--- src/rtl/lota_pkg.sv ---
// Shared types and constants for the LoRa time-on-air unit.
// Holds the field widths, register indexes, divider cell payload and the
// reciprocal used for the final millisecond conversion. No dependencies.
`default_nettype none

package lota_pkg;

  // Field and register widths.
  localparam int LEN_W     = 8;
  localparam int OUT_W     = 22;
  localparam int SF_W      = 4;
  localparam int BW_W      = 2;
  localparam int CR_W      = 4;
  localparam int PRE_W     = 16;
  localparam int CFG_W     = 16;
  localparam int CFG_IDX_W = 2;

  // Configuration register indexes.
  localparam logic [CFG_IDX_W-1:0] CFG_SF  = 2'd0;
  localparam logic [CFG_IDX_W-1:0] CFG_BW  = 2'd1;
  localparam logic [CFG_IDX_W-1:0] CFG_CR  = 2'd2;
  localparam logic [CFG_IDX_W-1:0] CFG_PRE = 2'd3;

  // Reset values of the configuration registers.
  localparam logic [SF_W-1:0]  SF_RESET  = 4'd11;
  localparam logic [BW_W-1:0]  BW_RESET  = 2'd1;
  localparam logic [CR_W-1:0]  CR_RESET  = 4'd5;
  localparam logic [PRE_W-1:0] PRE_RESET = 16'd16;

  // Legal ranges used for clamping.
  localparam logic [SF_W-1:0] SF_MIN  = 4'd5;
  localparam logic [SF_W-1:0] SF_MAX  = 4'd12;
  localparam logic [BW_W-1:0] BW_MAX  = 2'd2;
  localparam logic [CR_W-1:0] CR_MIN  = 4'd5;
  localparam logic [CR_W-1:0] CR_MAX  = 4'd8;

  // Symbol time exponent: Ts = 2^(SF + 3 - bw). Low data rate above 16 ms.
  localparam int EXP_W = 4;
  localparam logic [EXP_W-1:0] EXP_LDRO = 4'd14;

  // Divider: dividend up to 520, divisor 5..12, one quotient bit per cell.
  localparam int DIV_W  = 10;
  localparam int REM_W  = 5;
  localparam int KDIV_W = 4;
  localparam int Q_W    = 7;
  localparam int NCELL  = DIV_W;

  // Symbol sum, shifted value and reciprocal of 125 for the ms conversion.
  localparam int SUM_W       = 19;
  localparam int VAL_W       = 29;
  localparam int RECIP_W     = 30;
  localparam int PROD_W      = VAL_W + RECIP_W;
  localparam int RECIP_SHIFT = 36;
  localparam logic [RECIP_W-1:0] RECIP_MUL = 30'd549755814;

  // Partial remainder and shifting dividend/quotient word of one cell.
  typedef struct packed {
    logic [REM_W-1:0] rem;
    logic [DIV_W-1:0] dq;
  } lota_cell_t;

endpackage

`default_nettype wire

--- src/rtl/lota_if.sv ---
// Valid/ready channel interfaces for the LoRa time-on-air unit.
// Depends on lota_pkg for the payload widths.
`default_nettype none

interface lota_in_if import lota_pkg::*; ();
  logic             valid;
  logic             ready;
  logic [LEN_W-1:0] payload_length;

  modport source (output valid, output payload_length, input ready);
  modport sink   (input valid, input payload_length, output ready);
endinterface

interface lota_out_if import lota_pkg::*; ();
  logic             valid;
  logic             ready;
  logic [OUT_W-1:0] airtime_ms;

  modport source (output valid, output airtime_ms, input ready);
  modport sink   (input valid, input airtime_ms, output ready);
endinterface

`default_nettype wire

--- src/rtl/lota_div_cell.sv ---
// One restoring division step with its own pipeline register.
// Depends on lota_pkg for the cell payload type.
`default_nettype none

module lota_div_cell import lota_pkg::*; (
  input  wire logic              clk,
  input  wire logic              rst_n,
  input  wire logic [KDIV_W-1:0] divisor,
  input  wire logic              up_valid,
  output logic                   up_ready,
  input  wire lota_cell_t        up_data,
  output logic                   dn_valid,
  input  wire logic              dn_ready,
  output lota_cell_t             dn_data
);

  logic       valid_r;
  lota_cell_t data_r;
  lota_cell_t data_nxt;
  logic [REM_W-1:0] shifted;

  // Shift the next dividend bit into the remainder and try a subtraction.
  assign shifted = {up_data.rem[REM_W-2:0], up_data.dq[DIV_W-1]};

  always_comb begin
    data_nxt.dq  = {up_data.dq[DIV_W-2:0], 1'b0};
    data_nxt.rem = shifted;
    if (shifted >= {1'b0, divisor}) begin
      data_nxt.rem   = shifted - {1'b0, divisor};
      data_nxt.dq[0] = 1'b1;
    end
  end

  // The stage loads when it is empty or its content moves on.
  assign up_ready = !valid_r || dn_ready;

  always_ff @(posedge clk) begin
    if (!rst_n) begin
      valid_r <= 1'b0;
    end else if (up_ready) begin
      valid_r <= up_valid;
    end
  end

  always_ff @(posedge clk) begin
    if (up_ready && up_valid) begin
      data_r <= data_nxt;
    end
  end

  assign dn_valid = valid_r;
  assign dn_data  = data_r;

endmodule

`default_nettype wire

--- src/rtl/lota_scale.sv ---
// Tail of the pipeline: symbol count, microsecond sum and ms conversion.
// Two register stages; the second one is the output register.
// Depends on lota_pkg.
`default_nettype none

module lota_scale import lota_pkg::*; (
  input  wire logic              clk,
  input  wire logic              rst_n,
  input  wire logic [CR_W-1:0]   coding_rate,
  input  wire logic [PRE_W-1:0]  preamble,
  input  wire logic [EXP_W-1:0]  val_shift,
  input  wire logic              up_valid,
  output logic                   up_ready,
  input  wire logic [DIV_W-1:0]  blocks,
  output logic                   dn_valid,
  input  wire logic              dn_ready,
  output logic [OUT_W-1:0]       airtime_ms
);

  logic               val_valid_r;
  logic [VAL_W-1:0]   val_r;
  logic [VAL_W-1:0]   val_nxt;
  logic               prod_valid_r;
  logic [PROD_W-1:0]  prod_r;
  logic [PROD_W-1:0]  prod_nxt;
  logic               prod_load;
  logic [10:0]        blk_cr;
  logic [9:0]         payload_syms;
  logic [SUM_W-1:0]   sym_sum;

  // Payload symbols 8 + blocks * CR, then 4 * (preamble + payload) + 17 in
  // quarter symbols. Scaling by Ts / 32 leaves a division by 125 for ms.
  assign blk_cr       = {{(11-Q_W){1'b0}}, blocks[Q_W-1:0]} * {{(11-CR_W){1'b0}}, coding_rate};
  assign payload_syms = 10'(blk_cr + 11'd8);
  assign sym_sum      = {1'b0, preamble, 2'b00} + {7'd0, payload_syms, 2'b00} + 19'd17;
  assign val_nxt      = {{(VAL_W-SUM_W){1'b0}}, sym_sum} << val_shift;

  // Division by 125 through a multiply by its scaled reciprocal.
  assign prod_nxt = val_r * RECIP_MUL;

  // Handshake between the two stages.
  assign prod_load = !prod_valid_r || dn_ready;
  assign up_ready  = !val_valid_r || prod_load;

  always_ff @(posedge clk) begin
    if (!rst_n) begin
      val_valid_r  <= 1'b0;
      prod_valid_r <= 1'b0;
    end else begin
      if (up_ready) begin
        val_valid_r <= up_valid;
      end
      if (prod_load) begin
        prod_valid_r <= val_valid_r;
      end
    end
  end

  always_ff @(posedge clk) begin
    if (up_ready && up_valid) begin
      val_r <= val_nxt;
    end
    if (prod_load && val_valid_r) begin
      prod_r <= prod_nxt;
    end
  end

  assign dn_valid   = prod_valid_r;
  assign airtime_ms = prod_r[RECIP_SHIFT+OUT_W-1:RECIP_SHIFT];

endmodule

`default_nettype wire

--- src/rtl/lora_time_on_air_unit.sv ---
// LoRa time-on-air unit: payload length in bytes to on-air time in ms.
//
// Usage: the input channel carries payload_length, the output channel
// airtime_ms; both move one transfer per cycle when valid and ready are
// high. Spreading factor, bandwidth code, coding rate denominator and
// preamble length are written through cfg_we/cfg_index/cfg_data while no
// item is in flight. The header is explicit and the CRC is on.
// An input transfer passes through ten division cells, one for each bit of
// the ceiling dividend, then a summing stage and the reciprocal multiply
// that feeds the output register. One item enters per cycle unless a
// receiver stall has filled the pipeline; every stage holds its own valid bit.
// When the receiver stalls, the output register holds its result and the
// stages behind it keep filling empty slots, so input stays ready until
// every stage is full. Synchronous reset empties the pipeline and loads
// SF11, 250 kHz, coding rate 4/5 and a 16-symbol preamble.
// Depends on lota_pkg, lota_if, lota_div_cell and lota_scale.
`default_nettype none

module lora_time_on_air_unit import lota_pkg::*; (
  input  wire logic                 clk,
  input  wire logic                 rst_n,
  input  wire logic                 cfg_we,
  input  wire logic [CFG_IDX_W-1:0] cfg_index,
  input  wire logic [CFG_W-1:0]     cfg_data,
  lota_in_if.sink                   in_ch,
  lota_out_if.source                out_ch
);

  logic [SF_W-1:0]  sf_r;
  logic [BW_W-1:0]  bw_r;
  logic [CR_W-1:0]  cr_r;
  logic [PRE_W-1:0] pre_r;

  logic [SF_W-1:0]   sf_c;
  logic [BW_W-1:0]   bw_c;
  logic [CR_W-1:0]   cr_c;
  logic [EXP_W-1:0]  ts_exp;
  logic              ldro;
  logic [KDIV_W-1:0] divisor;
  logic [EXP_W-1:0]  val_shift;
  logic [DIV_W-1:0]  len_term;
  logic [DIV_W-1:0]  num_pos;
  logic [DIV_W-1:0]  dividend;

  logic       chain_valid [0:NCELL];
  logic       chain_ready [0:NCELL];
  lota_cell_t chain_data  [0:NCELL];

  // Configuration registers.
  always_ff @(posedge clk) begin
    if (!rst_n) begin
      sf_r  <= SF_RESET;
      bw_r  <= BW_RESET;
      cr_r  <= CR_RESET;
      pre_r <= PRE_RESET;
    end else if (cfg_we) begin
      unique case (cfg_index)
        CFG_SF:  sf_r  <= cfg_data[SF_W-1:0];
        CFG_BW:  bw_r  <= cfg_data[BW_W-1:0];
        CFG_CR:  cr_r  <= cfg_data[CR_W-1:0];
        CFG_PRE: pre_r <= cfg_data[PRE_W-1:0];
      endcase
    end
  end

  // Clamp the settings to their legal ranges.
  assign sf_c = (sf_r < SF_MIN) ? SF_MIN : ((sf_r > SF_MAX) ? SF_MAX : sf_r);
  assign bw_c = (bw_r > BW_MAX) ? BW_MAX : bw_r;
  assign cr_c = (cr_r < CR_MIN) ? CR_MIN : ((cr_r > CR_MAX) ? CR_MAX : cr_r);

  // Symbol time is 2^ts_exp us; low data rate optimization above 16 ms.
  assign ts_exp    = sf_c + 4'd3 - {2'b00, bw_c};
  assign ldro      = (ts_exp >= EXP_LDRO);
  assign divisor   = sf_c - {2'b00, ldro, 1'b0};
  assign val_shift = ts_exp - 4'd5;

  // The payload numerator is a multiple of four: 4 * (2L - SF + 11).
  // Negative or zero numerators give no extra blocks. Adding divisor - 1
  // turns the truncating division into a ceiling.
  assign len_term = {1'b0, in_ch.payload_length, 1'b0} + 10'd11;
  assign num_pos  = (len_term > {6'd0, sf_c}) ? (len_term - {6'd0, sf_c}) : '0;
  assign dividend = num_pos + {6'd0, divisor} - 10'd1;

  assign chain_valid[0]     = in_ch.valid;
  assign chain_data[0].rem  = '0;
  assign chain_data[0].dq   = dividend;
  assign in_ch.ready        = chain_ready[0];

  // Row of restoring division cells, one quotient bit each.
  for (genvar gi = 0; gi < NCELL; gi++) begin : g_cell
    lota_div_cell u_cell (
      .clk      (clk),
      .rst_n    (rst_n),
      .divisor  (divisor),
      .up_valid (chain_valid[gi]),
      .up_ready (chain_ready[gi]),
      .up_data  (chain_data[gi]),
      .dn_valid (chain_valid[gi+1]),
      .dn_ready (chain_ready[gi+1]),
      .dn_data  (chain_data[gi+1])
    );
  end

  // Symbol count, microsecond total and ms conversion.
  lota_scale u_scale (
    .clk         (clk),
    .rst_n       (rst_n),
    .coding_rate (cr_c),
    .preamble    (pre_r),
    .val_shift   (val_shift),
    .up_valid    (chain_valid[NCELL]),
    .up_ready    (chain_ready[NCELL]),
    .blocks      (chain_data[NCELL].dq),
    .dn_valid    (out_ch.valid),
    .dn_ready    (out_ch.ready),
    .airtime_ms  (out_ch.airtime_ms)
  );

endmodule

`default_nettype wire

--- src/flat_wrapper.sv ---
// flat-port wrapper written by rule: the top's interface ports become plain ports
module lora_time_on_air_unit_flat import lota_pkg::*;
  (clk, rst_n, cfg_we, cfg_index, cfg_data, in_ch_valid, in_ch_payload_length, in_ch_ready, out_ch_valid, out_ch_airtime_ms, out_ch_ready);
  lota_in_if in_ch_i ();
  lota_out_if out_ch_i ();
  input  wire logic clk;
  input  wire logic rst_n;
  input  wire logic cfg_we;
  input  wire logic [CFG_IDX_W-1:0] cfg_index;
  input  wire logic [CFG_W-1:0] cfg_data;
  input wire logic [$bits(in_ch_i.valid)-1:0] in_ch_valid;
  input wire logic [$bits(in_ch_i.payload_length)-1:0] in_ch_payload_length;
  output wire logic [$bits(in_ch_i.ready)-1:0] in_ch_ready;
  output wire logic [$bits(out_ch_i.valid)-1:0] out_ch_valid;
  output wire logic [$bits(out_ch_i.airtime_ms)-1:0] out_ch_airtime_ms;
  input wire logic [$bits(out_ch_i.ready)-1:0] out_ch_ready;
  assign in_ch_i.valid = in_ch_valid;
  assign in_ch_i.payload_length = in_ch_payload_length;
  assign in_ch_ready = in_ch_i.ready;
  assign out_ch_valid = out_ch_i.valid;
  assign out_ch_airtime_ms = out_ch_i.airtime_ms;
  assign out_ch_i.ready = out_ch_ready;
  lora_time_on_air_unit u_core (.clk(clk), .rst_n(rst_n), .cfg_we(cfg_we), .cfg_index(cfg_index), .cfg_data(cfg_data), .in_ch(in_ch_i), .out_ch(out_ch_i));
endmodule
--- config.mk ---
export PLATFORM = sky130hd
export DESIGN_NAME = lora_time_on_air_unit_flat
export DESIGN_NICKNAME = d
export VERILOG_FILES = /design/src/rtl/lota_pkg.sv /design/src/rtl/lota_if.sv /design/src/rtl/lota_div_cell.sv /design/src/rtl/lota_scale.sv /design/src/rtl/lora_time_on_air_unit.sv /design/src/flat_wrapper.sv
export SDC_FILE = /design/constraint.sdc
export NUM_CORES = 1
export LEC_CHECK = 0
export BUFFER_PORTS_ARGS = -buffer_cell sky130_fd_sc_hd__buf_4
export CAP_MARGIN = 30
export CORE_MARGIN = 1.5
export CORE_UTILIZATION = 60
export DETAILED_ROUTE_END_ITERATION = 6
export GPL_ROUTABILITY_DRIVEN = 0
export PLACE_DENSITY = 0.73
export SKIP_CTS_REPAIR_TIMING = 1
export SYNTH_ARGS = -nofsm -noshare
export SYNTH_HDL_FRONTEND = slang
export SYNTH_SLANG_ARGS = --single-unit
--- constraint.sdc ---
create_clock -name clk -period 12.8 [get_ports clk]
set_input_delay 2.56 -clock clk [delete_from_list [all_inputs] [get_ports clk]]
set_output_delay 2.56 -clock clk [all_outputs]
set_load 0.01 [all_outputs]
## After elaboration in Yosys (flattened, before gate mapping)

Cells that the tools add are included.

- Memory bits (writable): 0
- Bits of input ports: 31
- Register bits after elaboration: 257
- Memories: 0
- Output and inout port bits: 24
- Memory bits (read-only): 0
- Bits in latches: 0
- Word-level logic and storage cells: 147

- Bitwise operators: 0
- Shift-type cells: 1
- Div/mod/pow operators: 0
- Multipliers: 2
- Magnitude comparators: 17
- Multiplexer cells: 25
- Eq/ne operators: 3
- Reduce and logical (&&, ||, !) cells: 41
- Add/sub/neg operators: 20

Operator list:

| operator | count |
|---|---|
| $mul A29 B29 Y57 const B | 1 |
| $mux W4 | 12 |
| $ge A5 B4 Y1 | 9 |
| $sub A4 B4 Y4 | 8 |
| $shl A19 B4 Y29 | 1 |
| $add A18 B12 Y19 | 1 |
| $add A19 B5 Y19 const B | 1 |
| $logic_and A1 B1 Y1 | 12 |
| $logic_not A1 Y1 | 12 |
| $logic_or A1 B1 Y1 | 12 |
| $mux W1 | 11 |
| $add A10 B4 Y10 | 1 |
| $add A10 B4 Y10 const B | 1 |
| $add A9 B4 Y10 const B | 1 |
| $gt A10 B4 Y1 | 1 |
| $mul A7 B4 Y10 | 1 |
| $mux W10 | 1 |
| $sub A10 B1 Y10 const B | 1 |
| $sub A10 B4 Y10 | 1 |
| $gt A4 B4 Y1 const B | 2 |
| $lt A4 B3 Y1 const B | 2 |
| $reduce_and A2 Y1 | 4 |
| $sub A4 B2 Y4 | 2 |
| $add A4 B2 Y4 const B | 1 |
| 9 further kinds | 10 |

## Logic depth before layout (Yosys ltp)

Gate-level depths: netlist (run 1).

- Depth in word-level cells: 14
- Depth in mapped cells: 29
- Depth with buffers taken out: 28

## Cells and area by module

Synthesis (run 1) repeated with hierarchy kept, for this count alone.

- Cells, all modules: 2,594
- Area total of the unflattened synthesis: 26,720.6 um^2

By module, submodules not included:

| module | area each (um^2) | sequential area each (um^2) | cells an instance | instances |
|---|---|---|---|---|
| lota_scale | 17,202.7 | 1,571.5 | 1,769 | 1 |
| lota_div_cell | 735.7 | 470.5 | 55 | 10 |
| lora_time_on_air_unit | 2,160.8 | 520.5 | 275 | 1 |

## Least setup slack after synthesis (run 1)

Ideal clock, no wire load.

- Path kind: in2reg
- Start point: input port in_ch_payload_length[0]
- End point: register u_core.g_cell[0].u_cell.data_r, in the netlist u_core.g_cell[0].u_cell.dn_data[10] (data pin)
- Data required time: 12.536 ns
- Buffers on the path: 0
- Path slack: 5.944 ns
- Library setup time: 0.264 ns
- Stages: 22
- Data arrival time: 6.592 ns
- Path through: ha_1 > ha_1 > a21o_1 > a21o_1 > a21oi_1 > nand4_1 > or2_2 > ha_1 > fa_1 > a21oi_1 > nor2_1 > nor2_1 > o21bai_1 > a21oi_1 > o21ai_0 > xnor2_1 > ha_1 > inv_1 > ha_1 > a21o_1 > nand3_1 > mux2i_1

RTL lines:

| item | line | text |
|---|---|---|
| start, declared | flat_wrapper.sv:12 | `input wire logic [$bits(in_ch_i.payload_length)-1:0] in_ch_payload_length;` |
| end signal, assigned | lota_div_cell.sv:47 | `data_r <= data_nxt;` |
| end, declared | lota_div_cell.sv:18 | `lota_cell_t data_r;` |

## Worst setup path in the final report (run 1)

- Start point: register u_core.u_scale.val_r[8]
- End point: register u_core.u_scale.prod_r[51] (data pin)

- Longest elaborated chain between the ends: 1

Ends and longest elaborated chain:

| item | line | text |
|---|---|---|
| start, declared | lota_scale.sv:21 | `logic [VAL_W-1:0] val_r;` |
| start signal, assigned | lota_scale.sv:61 | `val_r <= val_nxt;` |
| $mul A29 B29 Y57 | lota_scale.sv:39 | `assign prod_nxt = val_r * RECIP_MUL;` |
| named net u_core.u_scale.prod_nxt[51] | lota_scale.sv:25 | `logic [PROD_W-1:0] prod_nxt;` |
| end signal, assigned | lota_scale.sv:64 | `prod_r <= prod_nxt;` |
| end, declared | lota_scale.sv:24 | `logic [PROD_W-1:0] prod_r;` |

The timed path passes the listed nets, and every way through them passes these cells.
A chain may end at the register's enable or synchronous reset.

==> flow_metrics.tcl, run 1 <==
set metrics [dict create \
    status "completed" \
    h-tree-depth 4 \
    cts.sinks 198 \
    cts_tree "built" \
    yosysWarningCount 0 \
    ys_seq_area_frac 0.2262 \
    nFillCells 3197 \
    critPathCaptureType "flip-flop" \
    max_slew_margin 0.2957 \
    wl_per_cell_um 18.06 \
    dieArea_mm2 0.04224 \
    diodes 0 \
    synth.avg_cell_area_um2 10.33 \
    netlist_area_mm2 0.02461 \
    power_density_mw_per_mm2 75.05 \
    rows 74 \
    skew_ns 0.02204 \
    final_cell_mix "inv_1, ha_1, fa_1" \
    grt.overflow.total 0 \
    routed_wl_um 53800 \
    worstMarginPinSlew_ns 1.056 \
    ff_latch_area_mm2 0.005565 \
    ir_worst_vdd_mv 0.1015 \
    ant_nets 0 \
    rsz0062_at_grt "no" \
    syn-instance-count 2382 \
    critPathKind "flip-flop to flip-flop" \
    drc_errors 0 \
    period_needed_ns 7.716 \
    grt_max_degree 39 \
    maxCapViolations 0 \
    mostFrequentLayoutCell "inv_1" \
    hold_slack_ns 0.4165 \
    core_area_mm2 0.04065 \
    fmax_mhz 129.6 \
    multi_input_area_mm2 0.01685 \
    die_w_um 205.5 \
    dieHeight_um 205.5 \
    vias 16714 \
    power.leakage_nw 12.97 \
    setup_viol 0 \
    dp_hpwl_um 45170 \
    period_share 0.6028 \
    fin_nets 3215 \
    cts.path.max_buffers 2 \
    synth_flop_cell "edfxtp_1" \
    async_reset_ff_frac 0 \
    firstDrtPassIters 5 \
    fin_setup_tns_ns 0 \
    clock-root-buffer "clkbuf_16" \
    synth_edf_count 160 \
    cp-start-kind "flip-flop" \
    grt_usage 0.2691 \
    ys_ff_latch 198 \
    ios 55 \
    drt_iter0_markers 962 \
    hold_class "flip-flop to flip-flop" \
    vias_per_cell 5.611 \
    hold_violations 0 \
    syn2layout_area_growth_pct 6.656 \
    start_util 0.6054 \
    ys_types 76 \
    slew_violations 0 \
    crit_fanout 11 \
    antenna_found_initial 0 \
    layout-drive-gt1-share 0.05435 \
    worst_skew_pair.late_latency_ns 0.46 \
    critPathRequiredTime_ns 13.01 \
    grt_pass1_vias 17467 \
    arrival_ns 7.92 \
    io_buffers 54 \
    syn_nets 3163 \
    cts.clk_slew.worst_paths_ns 0.08 \
    grt_pass1_wl_um 87550 \
    numCtsBuffers 17 \
]
## Yosys cell counts, drive strengths merged (37+ instances only)
cell type / count / area [µm²]
inv: 547 / 2053
fa: 287 / 5746
nand2: 133 / 499.2
nor2b: 41 / 256.5
edfxtp: 160 / 4805
dfxtp: 38 / 760.7
mux2i: 37 / 370.4
nor2: 76 / 292.8
xnor2: 43 / 376.6
o21ai: 69 / 345.3
ha: 463 / 5793
a21oi: 98 / 498.0
## routing by layer
layer,vias up,wire [µm],global-route usage,part of all wire
met5,-,0,0,0
met4,0,1933,0.1071,0.036
met3,97,2326,0.03928,0.043
li1,8018,-,-,-
met2,393,26850,0.4692,0.50
met1,8206,22690,0.3356,0.42
## through the flow
| stage | std cells | worst slack, ns | util | cell area (µm²) | power [mW] |
|---|---|---|---|---|---|
| CTS | 2976 | 5.085 | 0.6451 | 26220 | 1.976 |
| global placement | 2944 | 5.261 | 0.6305 | 25630 | 1.402 |
| finish | 2979 | 5.084 | 0.6457 | 26250 | 1.970 |
| global route | 2979 | 4.731 | 0.6457 | 26250 | 2.085 |
| floorplan | 2382 | 5.944 | - | 24610 | 1.272 |
| detailed placement | 2944 | 5.104 | 0.6305 | 25630 | 1.425 |
## power breakdown
| group | internal, mW | switching, mW | leakage [nW] | total (mW) |
|---|---|---|---|---|
| clock network | 0.265 | 0.285 | 0.291 | 0.550 |
| registers | 0.756 | 0.0122 | 1.77 | 0.768 |
| logic | 0.266 | 0.386 | 10.9 | 0.651 |
## sequential cells by signal, indices dropped and copies added, names as in the netlist
name	cells
u_core.bw_r	2
u_core.cr_r	4
u_core.g_cell.u_cell.dn_data	109
u_core.g_cell.u_cell.dn_valid	10
u_core.pre_r	16
u_core.sf_r	4
u_core.u_scale.dn_valid	1
u_core.u_scale.prod_r	22
u_core.u_scale.val_r	29
u_core.u_scale.val_valid_r	1
## kinds of logic after synthesis
logic type	Yosys count	share of synthesized area
AO/OA/AOI/OAI	346	0.09290
XOR/XNOR	69	0.02456
adder cells (fa/ha/maj)	750	0.4689
buffers and inverters	583	0.08974
flip-flops	198	0.2262
multiplexers	44	0.01963
AND/OR/NAND/NOR	392	0.07810
## final timing paths
kind / startpoint / end / slack [ns] / depth (start not counted)
setup / recovery: u_core.u_scale.val_r[8]$_DFFE_PP_ / u_core.u_scale.prod_r[51]$_DFFE_PP_ / 5.08 / 23
hold / removal: u_core.g_cell[4].u_cell.dn_data[8]$_DFFE_PP_ / u_core.g_cell[5].u_cell.dn_data[9]$_DFFE_PP_ / 0.42 / 0
setup reg to reg: u_core.u_scale.val_r[8]$_DFFE_PP_ / u_core.u_scale.prod_r[51]$_DFFE_PP_ / 5.08 / 23
hold reg to reg: u_core.g_cell[4].u_cell.dn_data[8]$_DFFE_PP_ / u_core.g_cell[5].u_cell.dn_data[9]$_DFFE_PP_ / 0.42 / 0
## layout make-up
cell class,instances,share of cell area
clock buffer,17,0.01621
clock inverter,15,0.006531
inverter,547,0.07823
multi-input combinational,1601,0.6419
sequential,198,0.2121
tap,532,0.02536
timing repair buffer,69,0.01974
## worst max-delay path, cell delays in order (launching register included)
cell      delay (ns)
edfxtp_1        0.76
ha_1            0.40
fa_1            0.46
fa_1            0.55
inv_1           0.05
fa_1            0.50
inv_1           0.05
fa_1            0.51
inv_1           0.05
fa_1            0.48
inv_1           0.06
fa_1            0.52
inv_1           0.05
fa_1            0.49
inv_1           0.04
ha_1            0.35
a21oi_1         0.22
o211ai_1        0.18
nor3_1          0.21
o21ai_0         0.37
a211oi_1        0.55
o31ai_1         0.21
o31ai_1         0.30
xnor2_1         0.11
Note: power is estimated with default switching activity, not from simulation.
==> run 2, diff against run 1 <==
--- a/config.mk
+++ b/config.mk
@@ -8,10 +8,10 @@
 export BUFFER_PORTS_ARGS = -buffer_cell sky130_fd_sc_hd__buf_4
 export CAP_MARGIN = 30
 export CORE_MARGIN = 1.5
-export CORE_UTILIZATION = 60
+export CORE_UTILIZATION = 59
 export DETAILED_ROUTE_END_ITERATION = 6
 export GPL_ROUTABILITY_DRIVEN = 0
-export PLACE_DENSITY = 0.73
+export PLACE_DENSITY = 0.75
 export SKIP_CTS_REPAIR_TIMING = 1
 export SYNTH_ARGS = -nofsm -noshare
 export SYNTH_HDL_FRONTEND = slang
==> constraint.sdc (replaced) <==
create_clock -name clk -period 6.28 [get_ports clk]
set_input_delay 1.256 -clock clk [delete_from_list [all_inputs] [get_ports clk]]
set_output_delay 1.256 -clock clk [all_outputs]
set_load 0.01 [all_outputs]
==> flow_metrics.tcl, run 2 (synthesis results as in run 1) <==
set metrics [dict create \
    cts_tree "built" \
    wl_per_cell_um 19.25 \
    largest_register_ffs 109 \
    hold_class "flip-flop to flip-flop" \
    routed_wl_um 61300 \
    multi_input_area_mm2 0.01807 \
    start_util 0.5999 \
    syn2layout_area_growth_pct 18.52 \
    crit_family "adder cells" \
    h-tree-depth 4 \
    cts.path.max_buffers 2 \
    slew_violations 0 \
    layout-drive-gt1-share 0.1923 \
    power_density_mw_per_mm2 143.7 \
    max_stage_delay_ns 0.52 \
    critPathBufInv 9 \
    critPathCaptureType "flip-flop" \
    hold_slack_ns 0.4062 \
    worst-path-stages 26 \
    grt_pass1_vias 18736 \
    critPathKind "flip-flop to flip-flop" \
    firstDrtPassIters 7 \
    critPathRequiredTime_ns 6.51 \
    final_cell_mix "inv_1, ha_1, fa_1" \
    dieHeight_um 207.2 \
    worst_skew_pair.late_latency_ns 0.48 \
    nFillCells 2766 \
    arrival_ns 6.88 \
    dieArea_mm2 0.04294 \
    io_buffers 54 \
    dp_hpwl_um 48780 \
    grt_usage 0.2794 \
    place_area_mm2 0.02738 \
    core_area_mm2 0.04102 \
    holdPathStages 0 \
    power.leakage_nw 14.06 \
    max_slew_margin 0.2983 \
    antenna_found_initial 0 \
    die_w_um 207.2 \
    final_area_mm2 0.02917 \
    rr_worst_depth 26 \
    cp-start-kind "flip-flop" \
    ff_latch_area_mm2 0.005567 \
    ir_worst_vdd_mv 0.2275 \
    worstMarginPinSlew_ns 1.052 \
    grt_max_degree 39 \
    ant_nets 0 \
    period_share 1.059 \
    rows 74 \
    cts.sinks 198 \
    fin_nets 3420 \
    vias_per_cell 5.715 \
    drc_errors 3 \
    cts.clk_slew.worst_paths_ns 0.10 \
    crit_fanout 3 \
    fin_ws_ns -0.3698 \
    rsz0062_at_grt "yes" \
    setup_viol 18 \
    status "complete, but fails checks" \
    skew_ns 0.02493 \
    vias 18196 \
    diodes 0 \
    period_needed_ns 6.650 \
    hold_violations 0 \
    grt.overflow.total 0 \
    numCtsBuffers 17 \
    fmax_mhz 150.4 \
    drt_iter0_markers 1227 \
    clock-root-buffer "clkbuf_16" \
    critPathSlowestCell "fa_1" \
    maxCapViolations 0 \
    grt_pass1_wl_um 94030 \
    failed_checks "DRC, setup timing" \
    ios 55 \
    mostFrequentLayoutCell "inv_1" \
    path_common_cell "fa_1" \
]
[run 2: stage by stage]
step	instances	util	setup slack (ns)	setup TNS, ns	total power [mW]
final	3184	0.7111	-0.3698	-3.881	4.190
after floorplan	2382	-	0.001130	0	2.608
after global placement	3119	0.6676	-0.3009	-3.446	2.907
after detailed placement	3119	0.6676	-0.4897	-6.598	2.963
after global routing	3184	0.7111	-0.5337	-6.701	4.415
after CTS	3151	0.6826	-0.4796	-6.416	4.118
[run 2: worst paths after layout]
kind | start | endpoint | slack, ns
min reg2reg | u_core.g_cell[7].u_cell.dn_data[4]$_DFFE_PP_ | u_core.g_cell[8].u_cell.dn_data[5]$_DFFE_PP_ | 0.41
max reg2reg | u_core.u_scale.val_r[4]$_SDFFCE_PN0P_ | u_core.u_scale.prod_r[51]$_DFFE_PP_ | -0.37
min | u_core.g_cell[7].u_cell.dn_data[4]$_DFFE_PP_ | u_core.g_cell[8].u_cell.dn_data[5]$_DFFE_PP_ | 0.41
max | u_core.u_scale.val_r[4]$_SDFFCE_PN0P_ | u_core.u_scale.prod_r[51]$_DFFE_PP_ | -0.37
[run 2: report_power, final]
part	switching [mW]	internal, mW
Sequential	0.0239	1.54
Clock	0.607	0.548
Combinational	0.856	0.614
Total	1.49	2.70
[run 2: per-layer routing]
layer,up-vias,global-route usage,share of wire
met1,8960,0.3442,0.40
met5,-,0,0
met4,0,0.1280,0.051
met3,190,0.03964,0.049
met2,607,0.4879,0.50
li1,8439,-,-
[run 2: area by class of cell]
cell class / instances / share of cell area
Clock buffer: 17 / 0.01459
Clock inverter: 15 / 0.006521
Inverter: 547 / 0.07040
Multi-Input combinational cell: 1601 / 0.6195
Sequential cell: 198 / 0.1909
Tap cell: 532 / 0.02282
Timing Repair Buffer: 274 / 0.07529
